## src/rtl/core/tgfb_pkg.sv

```systemverilog
`timescale 1ns / 1ps
// shared types, codes and constants of the tile grid fill and brush unit
// no dependencies; used by every module of the block

package tgfb_pkg;

    // parameter defaults
    localparam int DEF_MAX_WIDTH  = 128;
    localparam int DEF_MAX_HEIGHT = 128;
    localparam int DEF_TILE_BITS  = 5;

    // fixed field widths
    localparam int OP_W       = 2;
    localparam int COORD_W    = 7;
    localparam int TILE_W     = 5;
    localparam int STATUS_W   = 2;
    localparam int COUNT_W    = 15;
    localparam int CFG_IDX_W  = 2;
    localparam int CFG_DATA_W = 8;
    localparam int RADIUS_W   = 2;
    localparam int OFF_W      = 3;

    // register indexes and reset values
    localparam logic [CFG_IDX_W-1:0]  CFG_MAP_WIDTH    = 2'd0;
    localparam logic [CFG_IDX_W-1:0]  CFG_MAP_HEIGHT   = 2'd1;
    localparam logic [CFG_IDX_W-1:0]  CFG_BRUSH_RADIUS = 2'd2;
    localparam logic [CFG_DATA_W-1:0] RST_MAP_WIDTH    = 8'd128;
    localparam logic [CFG_DATA_W-1:0] RST_MAP_HEIGHT   = 8'd128;
    localparam logic [RADIUS_W-1:0]   RST_BRUSH_RADIUS = 2'd0;
    localparam logic [RADIUS_W-1:0]   MAX_RADIUS       = 2'd2;

    typedef enum logic [OP_W-1:0] {
        OP_WRITE = 2'd0,
        OP_READ  = 2'd1,
        OP_BRUSH = 2'd2,
        OP_FILL  = 2'd3
    } t_opcode;

    typedef enum logic [STATUS_W-1:0] {
        ST_DONE      = 2'd0,
        ST_OUTSIDE   = 2'd1,
        ST_NO_CHANGE = 2'd2
    } t_status;

    // fill neighbor order: up, down, left, right
    localparam logic signed [OFF_W-1:0] STEP_DX [4] = '{3'sd0, 3'sd0, -3'sd1, 3'sd1};
    localparam logic signed [OFF_W-1:0] STEP_DY [4] = '{-3'sd1, 3'sd1, 3'sd0, 3'sd0};

    // stack control from the sequencer
    typedef struct packed {
        logic push;
        logic pop;
    } t_stk_cmd;

endpackage

```

## src/rtl/core/tgfb_coord_unit.sv

```systemverilog
`timescale 1ns / 1ps
// shared coordinate unit: offset add, map bounds compare and cell address
// depends on tgfb_pkg

module tgfb_coord_unit #(
    parameter int MAX_WIDTH  = tgfb_pkg::DEF_MAX_WIDTH,
    parameter int MAX_HEIGHT = tgfb_pkg::DEF_MAX_HEIGHT
) (
    i_base_x, i_base_y, i_off_x, i_off_y, i_used_w, i_used_h,
    o_inside, o_x, o_y, o_index
);
    localparam int XW  = $clog2(MAX_WIDTH);
    localparam int YW  = $clog2(MAX_HEIGHT);
    localparam int CXW = (XW > tgfb_pkg::COORD_W) ? XW : tgfb_pkg::COORD_W;
    localparam int CYW = (YW > tgfb_pkg::COORD_W) ? YW : tgfb_pkg::COORD_W;
    localparam int AW  = $clog2(MAX_WIDTH * MAX_HEIGHT);
    localparam int SXW = CXW + 2;
    localparam int SYW = CYW + 2;

    input  logic [CXW-1:0]                       i_base_x;
    input  logic [CYW-1:0]                       i_base_y;
    input  logic signed [tgfb_pkg::OFF_W-1:0]    i_off_x;
    input  logic signed [tgfb_pkg::OFF_W-1:0]    i_off_y;
    input  logic [CXW:0]                         i_used_w;
    input  logic [CYW:0]                         i_used_h;
    output logic                                 o_inside;
    output logic [XW-1:0]                        o_x;
    output logic [YW-1:0]                        o_y;
    output logic [AW-1:0]                        o_index;

    logic signed [SXW-1:0] w_sx;
    logic signed [SYW-1:0] w_sy;

    assign w_sx = signed'({2'b00, i_base_x}) + SXW'(i_off_x);
    assign w_sy = signed'({2'b00, i_base_y}) + SYW'(i_off_y);

    // negative or past the used edge is off the map
    assign o_inside = !w_sx[SXW-1] && (w_sx[CXW:0] < i_used_w) &&
                      !w_sy[SYW-1] && (w_sy[CYW:0] < i_used_h);

    assign o_x     = w_sx[XW-1:0];
    assign o_y     = w_sy[YW-1:0];
    assign o_index = AW'(AW'(o_y) * AW'(MAX_WIDTH) + AW'(o_x));

endmodule

```

## config.mk

```make
export PLATFORM = sky130hd
export DESIGN_NAME = tgfb_coord_unit
export DESIGN_NICKNAME = d
export VERILOG_FILES = /design/src/rtl/core/tgfb_pkg.sv /design/src/rtl/core/tgfb_coord_unit.sv
export SDC_FILE = /design/constraint.sdc
export NUM_CORES = 1
export LEC_CHECK = 0
export ABC_CLOCK_PERIOD_IN_PS = 5600
export CORE_MARGIN = 8
export CORE_UTILIZATION = 48
export DETAILED_ROUTE_END_ITERATION = 8
export DONT_BUFFER_PORTS = 1
export RECOVER_POWER = 25
export SLEW_MARGIN = 40
export SYNTH_ARGS = -nofsm -noshare
export SYNTH_HDL_FRONTEND = slang
export SYNTH_SLANG_ARGS = --single-unit
export TNS_END_PERCENT = 30
```

## constraint.sdc

```tcl
create_clock -name vclk -period 5.6
set_clock_uncertainty 0.2 [all_clocks]
set_input_delay 1.4 -clock vclk [all_inputs]
set_output_delay 1.4 -clock vclk [all_outputs]
set_load 0.005 [all_outputs]
```

==> After elaboration in Yosys (flattened, before gate mapping) <==
Index checks and enable logic that the tools add are counted.
Widths: inputs -> output; s select.
{ "op_classes": {"n_addsub": 3, "n_lt_le_gt_ge": 2, "n_reduce_logical": 5} }
{ "op_table": {"columns": ["operator", "n"], "rows": [
  ["$add 8x3->9", 2],
  ["$lt 8x8->1", 2],
  ["$add 14x7->14", 1],
  ["$logic_and 1x1->1", 3],
  ["$logic_not 1->1", 2]
]} }
{ "totals": {"regBits": 0, "inputBits": 36, "out_inout_bits": 29, "wordCells": 10} }

==> Depth between registers and ports, before layout <==
Gate-level depths: netlist (run 1).
{ "logic_depth": {"ltp_word": 5, "mapped_depth": 13, "ltp_nobuf": 13} }

==> Least setup slack after synthesis (run 1) <==
No wires, ideal clock.
{ "synth_timing": {"path_kind": "input-to-output", "from": "in i_base_y[0]", "to": "out o_inside", "t_arrival_ps": 3940, "required_time_ps": 4000, "setup_slack_ps": 60, "stages": 11, "path_buffers": 0, "path_cell_list": "ha_1 > fa_1 > a211oi_1 > o21bai_1 > a21oi_2 > xor2_1 > ha_1 > a21o_1 > a2111oi_4 > o211ai_1 > nor4_2"} }
{ "synth_between": {"elab_chain_cells": 4, "word_cells_on_any_way": 5, "cone_classes": "add/sub: 1; order compare: 1; reduce/logical: 3"} }
{ "synth_rtl": {"columns": ["item", "line", "rtl"], "rows": [
  ["start, declared", "tgfb_coord_unit.sv:21", "input logic [CYW-1:0] i_base_y;"],
  ["$add 8x3->9 (*)", "tgfb_coord_unit.sv:35", "assign w_sy = signed'({2'b00, i_base_y}) + SYW'(i_off_y);"],
  ["branches (longest 2 deep; another with $lt 8x8->1)", null, null],
  ["$logic_and 1x1->1 (*)", "tgfb_coord_unit.sv:39", "!w_sy[SYW-1] && (w_sy[CYW:0] < i_used_h);"],
  ["end, declared", "tgfb_coord_unit.sv:26", "output logic o_inside;"]
]} }
Mark *: on every way between the ends.

==> Worst setup path after layout (run 1) <==
Ends and elaborated chain as after synthesis.

==> results list, run 1 <==
- Most common cell after layout, fill and taps aside: sky130_fd_sc_hd__ha_1
- 65 I/O pins were placed.
- Crit-path cells: ha_2 -> fa_2 -> a211oi_2 -> o21bai_1 -> a21oi_2 -> xor2_1 -> ha_1 -> a21o_1 -> a2111oi_4 -> o211ai_1 -> nor4_2
- In this run the vertical extent of the chip is 63.4 µm.
- The share of the Yosys chip area taken by registers is 0%.
- The number of pins with negative max-slew slack in the final report is 0.
- GRT overflow: 0
* Accumulated negative setup slack: 0 ns
- Number of standard cells in the final layout excluding fillers: 162
- Total DRC errors in the routed layout: 0
- Routed length per instance: 14.4 µm
- Final setup violation count: 0
- The congestion estimate from routability-driven global placement came to 0.721.
* Total instance count after detailed placement: 156
- The net count of the finished layout is 204.
- Data on the critical path is required at its endpoint by 4.00 ns.
- Antenna Cells: 0
- Synth Instances: 136
- The final critical path takes up 98.1% of the cycle.
- The worst setup path is launched from a primary input.
- Timing would allow up to 0.182 GHz.
- Data on the critical path arrives at its endpoint at 3.89 ns.
* Detailed Place HPWL: 2090 µm
- Row cnt: 17
* Filler instances: 229
* Hold Startpoint: i_off_x[0]
* Max_slew headroom: 69.9%
- The worst setup path is of the in -> out kind.
- The first detailed-routing pass took 4 iterations.
* Via density per instance: 5.41
- Among all stages on the critical path, the largest delay is contributed by sky130_fd_sc_hd__fa_2.
- Warnings from Yosys: 0
* Initial antenna violation count: 0
* Total count of hold-check failures in the final report: 0
* Width of the die: 63.4 µm
- During placement, the flow inserted port buffers numbering 0.
- Max capacitance violation total: 0
- A synthesized cell averages 7.92 µm².
- Transition time at the pin with the least slew margin: 0.449 ns
- Counting instances, the worst hold path has a depth of 1.
- Layout Area Growth over Synthesis: 5.69%
* Sum of buffers and inverters on the critical path: 0
* Worst Hold End: o_index[0]
- Top fanout value on the critical path: 2
- Via count of the first global-routing pass: 903
- The run finished with clean final reports.
* Core ar.: 2170 µm²
- Hold repair after CTS inserted 0 buffers.
- In the final layout, the share of cells above drive strength 1 is 19.4%.
- Yosys cell types: 27
- Final hold analysis gives a worst-case slack of 2.77 ns.
- Maximum number of pins on one net before global-route repair: 12
- Overall Global Routing Usage: 10.5%
- After synthesis the cells add up to 1080 µm².
- After layout, the clock buffer instance count stands at 0.
* Top library cells by usage in the layout, fill and taps aside: 29 x sky130_fd_sc_hd__ha_1, 19 x sky130_fd_sc_hd__inv_1, 12 x sky130_fd_sc_hd__buf_4, 9 x sky130_fd_sc_hd__a21o_1, 8 x sky130_fd_sc_hd__a21oi_1
- STA classifies the critical path endpoint as an output port.
- In this run the worst hold path is classified as in -> out.
* Shortest clock period the worst path allows after layout: 5.49 ns
- There are 0 flip-flops and latches.
- Summing all flip-flop and latch instances after layout gives 0 µm².
- Power spread over the standard cell area amounts to 146 nW/µm².
- The final layout contains routed wiring with a total length of 2340 µm.
- Once detail routing completed, the nets flagged for antenna violations numbered 0.
- The detailed router placed 876 vias in this run.
* Critical path's largest stage delay: 0.37 ns
* Kind of cell adding the most delay to the critical path: compound AO/OA/AOI/OAI gates
- The die covers 4020 µm².
- 1st-iter DRT viols: 10
- In this run the static leakage power is 0.000616 µW.
- The first global-routing pass estimated 3840 µm of wire.
- Nets in the synthesized netlist: 204
- Initial core utilization: 49.7%
- The worst-case IR drop observed on VDD is 0.0000701 V.
* Share of the core filled with cells: 52.5%
-- synth_stat cells, drive strengths merged --
cell type   n  area share (%)
fa          2             3.7
o211ai      1            0.70
a21o        9             6.3
or3         2             1.2
inv        19             6.6
o22ai       3             1.7
nand3       1            0.46
xor2        5             4.1
ha         30              35
nor2        3             1.0
nand4       2             1.2
a21oi      12             6.3
a211oi      1            0.70
nor3        1            0.46
xnor2       8             6.5
o21bai      4             2.8
o21ai       6             2.8
nor2b       1            0.58
nor4        1             1.2
and2        1            0.58
nand2b      2             1.2
and3b       1            0.81
buf        14             9.8
nand2       6             2.1
a2111oi     1             2.6
-- worst max-delay path by stage --
| stage | startpoint | end | cells past startpoint | slack [ns] |
|---|---|---|---|---|
| detailed placement | i_base_y[0] | o_inside | 11 | -0.03 |
| global placement | i_base_y[0] | o_inside | 11 | 0.06 |
| CTS | i_base_y[0] | o_inside | 11 | 0.03 |
| floorplan | i_base_y[0] | o_inside | 11 | 0.06 |
| global route | i_base_y[0] | o_inside | 11 | -0.02 |
| finish | i_base_y[0] | o_inside | 11 | 0.11 |
-- stage by stage --
| stage | setup WS [ns] | instance area, µm² | power, µW |
|---|---|---|---|
| 3_5_place_dp | -0.0281 | 1050 | 147 |
| 5_1_grt | -0.0177 | 1140 | 187 |
| 2_1_floorplan | 0.0601 | 1080 | 137 |
| 6_report | 0.107 | 1140 | 166 |
| 4_1_cts | 0.0258 | 1050 | 148 |
| 3_3_place_gp | 0.0553 | 1050 | 145 |
-- power by group --
group	internal [µW]	switching (µW)	leakage, µW	total [µW]
Combinational	83.1	82.7	0.000616	166
Sequential	0	0	0	0
Clock	0	0	0	0
Total	83.1	82.7	0.000616	166
-- what timing repair did --
action | in CTS | in global routing
setup endpoints to repair | 1 | 1
buffers inserted | 0 | 6
gates resized for setup | 0 | 11
pin swaps | 1 | 19
-- per-layer routing --
layer | track usage (%) | wire length, µm | part of all wire (%) | up-vias
li1 | - | - | - | 459
met1 | 12.2 | 962 | 41 | 382
met3 | 3.53 | 246 | 11 | 0
met4 | 0 | 0 | 0 | 0
met2 | 19.0 | 1130 | 48 | 35
met5 | 0 | 0 | 0 | -
-- cell type report --
type                            instances  area (µm²)  share of cell area (%)
Timing Repair Buffer                   12        90.1                    7.91
Inverter                               19        71.3                    6.26
Tap cell                               28        35.0                    3.08
Multi-Input combinational cell        103         942                    82.7
-- logic make-up (layout without fill, tap and decap cells) --
kind of cell | after synthesis | count (layout) | share of synthesized area [%]
AOI/OAI and AO/OA | 37 | 37 | 23.8
xor gates and xnor gates | 13 | 13 | 10.6
adders and majority gates | 32 | 32 | 38.6
buffers and inverters | 33 | 31 | 16.4
and+or+nand+nor | 21 | 21 | 10.7
Note: power is estimated with default switching activity, not from simulation.
==> run 2, diff against run 1 <==
- RECOVER_POWER: 25 -> 50
==> run 2 against run 1 <==
Compared with the run above:
- sequential cell count unchanged
- cell count did not move
- maximum frequency about the same
- wire length is 0.13% lower
- critical path depth unchanged
- clock-buffer cell count unchanged
- non-clock buffer count stayed put
- worst hold slack did not move
- core utilization decreased by 0.17 points
- critical path type unchanged
- sequential share of layout area did not move
- worst setup slack hardly changed
==> results list, run 2 (synthesis results as in run 1) <==
- Outcome: finished, final reports clean (unchanged).
- The data required time of the worst path came to 4.00 ns (about the same).
- The sort of element at the start of the critical path was a primary input (unchanged).
* Accumulated negative setup slack: 0 ns (unchanged)
* Detailed Place HPWL: 2090 µm (unchanged)
* Met2 Wirelength: 1120 µm (was 1130 µm)
- Vias post-DR: 875 (was 876)
* Crit share post-route: 98.1% (about the same)
- The sequential cell area was 0 µm² (unchanged).
- Slowest cell on the critical path: sky130_fd_sc_hd__fa_2 (unchanged)
* Transition time at the pin with the least slew margin: 0.447 ns (was 0.449 ns)
- Initial core utilization: 49.7% (unchanged)
- The worst slew slack as a fraction of its limit was 70.0% (was 69.9%).
- The uppermost layer routed is met3 (unchanged).
- The global-route wire length before repair is 3840 µm (unchanged).
- The number of antenna violations at the first check in global routing is 0 (unchanged).
- The area added between synthesis and finish is 5.34% (was 5.69%).
* Final layout net count: 204 (unchanged)
- Width of the die: 63.4 µm (unchanged)
- The fill cell total of the finished layout came to 228 (was 229).
- The worst hold slack across all endpoints was 2.77 ns (unchanged).
- DR WL met3: 246 µm (unchanged)
- The number of global-route vias before repair is 903 (unchanged).
- The wire length per cell is 14.4 µm (about the same).
- Top library cells by usage in the layout, fill and taps aside: 29 x sky130_fd_sc_hd__ha_1, 19 x sky130_fd_sc_hd__inv_1, 10 x sky130_fd_sc_hd__buf_4, 9 x sky130_fd_sc_hd__a21o_1, 8 x sky130_fd_sc_hd__a21oi_1 (was 29 x sky130_fd_sc_hd__ha_1, 19 x sky130_fd_sc_hd__inv_1, 12 x sky130_fd_sc_hd__buf_4, 9 x sky130_fd_sc_hd__a21o_1, 8 x sky130_fd_sc_hd__a21oi_1).
* Ports placed on the boundary: 65 (unchanged)
- The endpoint type of the worst setup path was an output port (unchanged).
- Post-route cell area: 1130 µm² (was 1140 µm²)
* Type of the worst min-delay path: in -> out (unchanged)
- The number of iterations in the first detailed-routing pass came to 4 (unchanged).
* Arrival time worst endpoint: 3.89 ns (about the same)
- The pin count of the biggest net entering global routing is 12 (unchanged).
* Die Span Y: 63.4 µm (unchanged)
- The placement row count is 17 (unchanged).
- Wire length reported by the detailed router: 2330 µm (was 2340 µm)
* Critical path's largest stage delay: 0.37 ns (about the same)
- Power density cells: 145 nW/µm² (was 146 nW/µm²)
- The final weighted congestion in routability-driven placement came to 0.721 (unchanged).
- The final routed DRC violation total is 0 (unchanged).
* Shortest clock period the worst path allows after layout: 5.49 ns (about the same)
* Port-buffer cells: 0 (unchanged)
- Achievable frequency: 0.182 GHz (about the same)
- Number of standard cells in the final layout excluding fillers: 162 (unchanged)
* Slew Limit Fails: 0 (unchanged)
- Leakage component of the power: 0.000612 µW (was 0.000616 µW)
- The fraction of final layout cells sized beyond drive strength 1 came to 18.7% (was 19.4%).
- Placed standard-cell area: 1050 µm² (unchanged)
* Share of the core filled with cells: 52.3% (was 52.5%)
* Worst Path Class, Setup: in -> out (unchanged)
- Most common cell after layout, fill and taps aside: sky130_fd_sc_hd__ha_1 (unchanged)
- Crit-path cells: ha_2 -> fa_2 -> a211oi_2 -> o21bai_1 -> a21oi_2 -> xor2_1 -> ha_1 -> a21o_1 -> a2111oi_4 -> o211ai_1 -> nor4_2 (unchanged)
- The worst supply voltage drop on vdd was 0.0000699 V (was 0.0000701 V).
- The number of antenna cells inserted came to 0 (unchanged).
- The starting DRC count in detailed routing was 8 (was 10).
- Total of clock buffers placed in the layout: 0 (unchanged)
- The total die area was 4020 µm² (unchanged).
- The number of hold violations in the final report came to 0 (unchanged).
* Final setup violation count: 0 (unchanged)
- The post-detailed-route via-to-cell ratio is 5.40 (was 5.41).
* Core ar.: 2170 µm² (unchanged)
- Overall Global Routing Usage: 10.5% (unchanged)
* Max capacitance violation total: 0 (unchanged)
- The number of instances in the placed design was 156 (unchanged).
* Top fanout value on the critical path: 2 (unchanged)
- The number of sequential storage elements was 0 (unchanged).
- The remaining antenna violation count after routing was 0 (unchanged).
* GRT overflow: 0 (unchanged)
* Post-route met1 wirelength: 962 µm (unchanged)
-- run 2: changes by cell type in the layout (fill, tap and decap cells not counted), sizes merged --
| cell | delta |
|---|---|
| clkbuf | +2 |
| buf | -2 |
-- run 2: critical path, delay by kind of cell --
family | cells | cell delay [ns]
adder cells (fa/ha/maj) | 3 | 0.82
AO/OA/AOI/OAI | 6 | 1.10
XOR/XNOR | 1 | 0.21
AND/OR/NAND/NOR | 1 | 0.36
-- run 2: area by class of cell --
class	instances	area [µm²]	area share (%)
Timing Repair Buffer	12	86.3	7.61
Tap cell	28	35.0	3.09
Inverter	19	71.3	6.28
Multi-Input combinational cell	103	942	83.0
-- run 2: path summary, 6_finish.rpt --
kind        start         end  slack (ns)  cells past startpoint
max   i_base_y[0]    o_inside        0.11                     11
min    i_off_x[0]  o_index[0]        2.77                      1
-- run 2: timing repair --
item                                    CTS  global route
pin swaps                                 1            19
hold buffers                              0             0
resized for setup                         0            11
endpoints found under the setup margin    1             1
setup buffers                             0             6
-- run 2: routing by layer --
layer,vias to the layer above,track usage (%)
met5,-,0
met4,0,0
met3,0,3.53
met2,35,19.0
met1,381,12.2
li1,459,-
-- run 2: per-stage QoR --
step,power [µW],worst slack (ns)
final,165,0.106
after global placement,145,0.0553
after global routing,186,-0.0177
after floorplan,137,0.0601
after CTS,148,0.0258
after detailed placement,147,-0.0281
-- run 2: where the power goes --
group	internal (µW)	switching (µW)
registers	0	0
clock network	0	0
logic	82.0	82.6
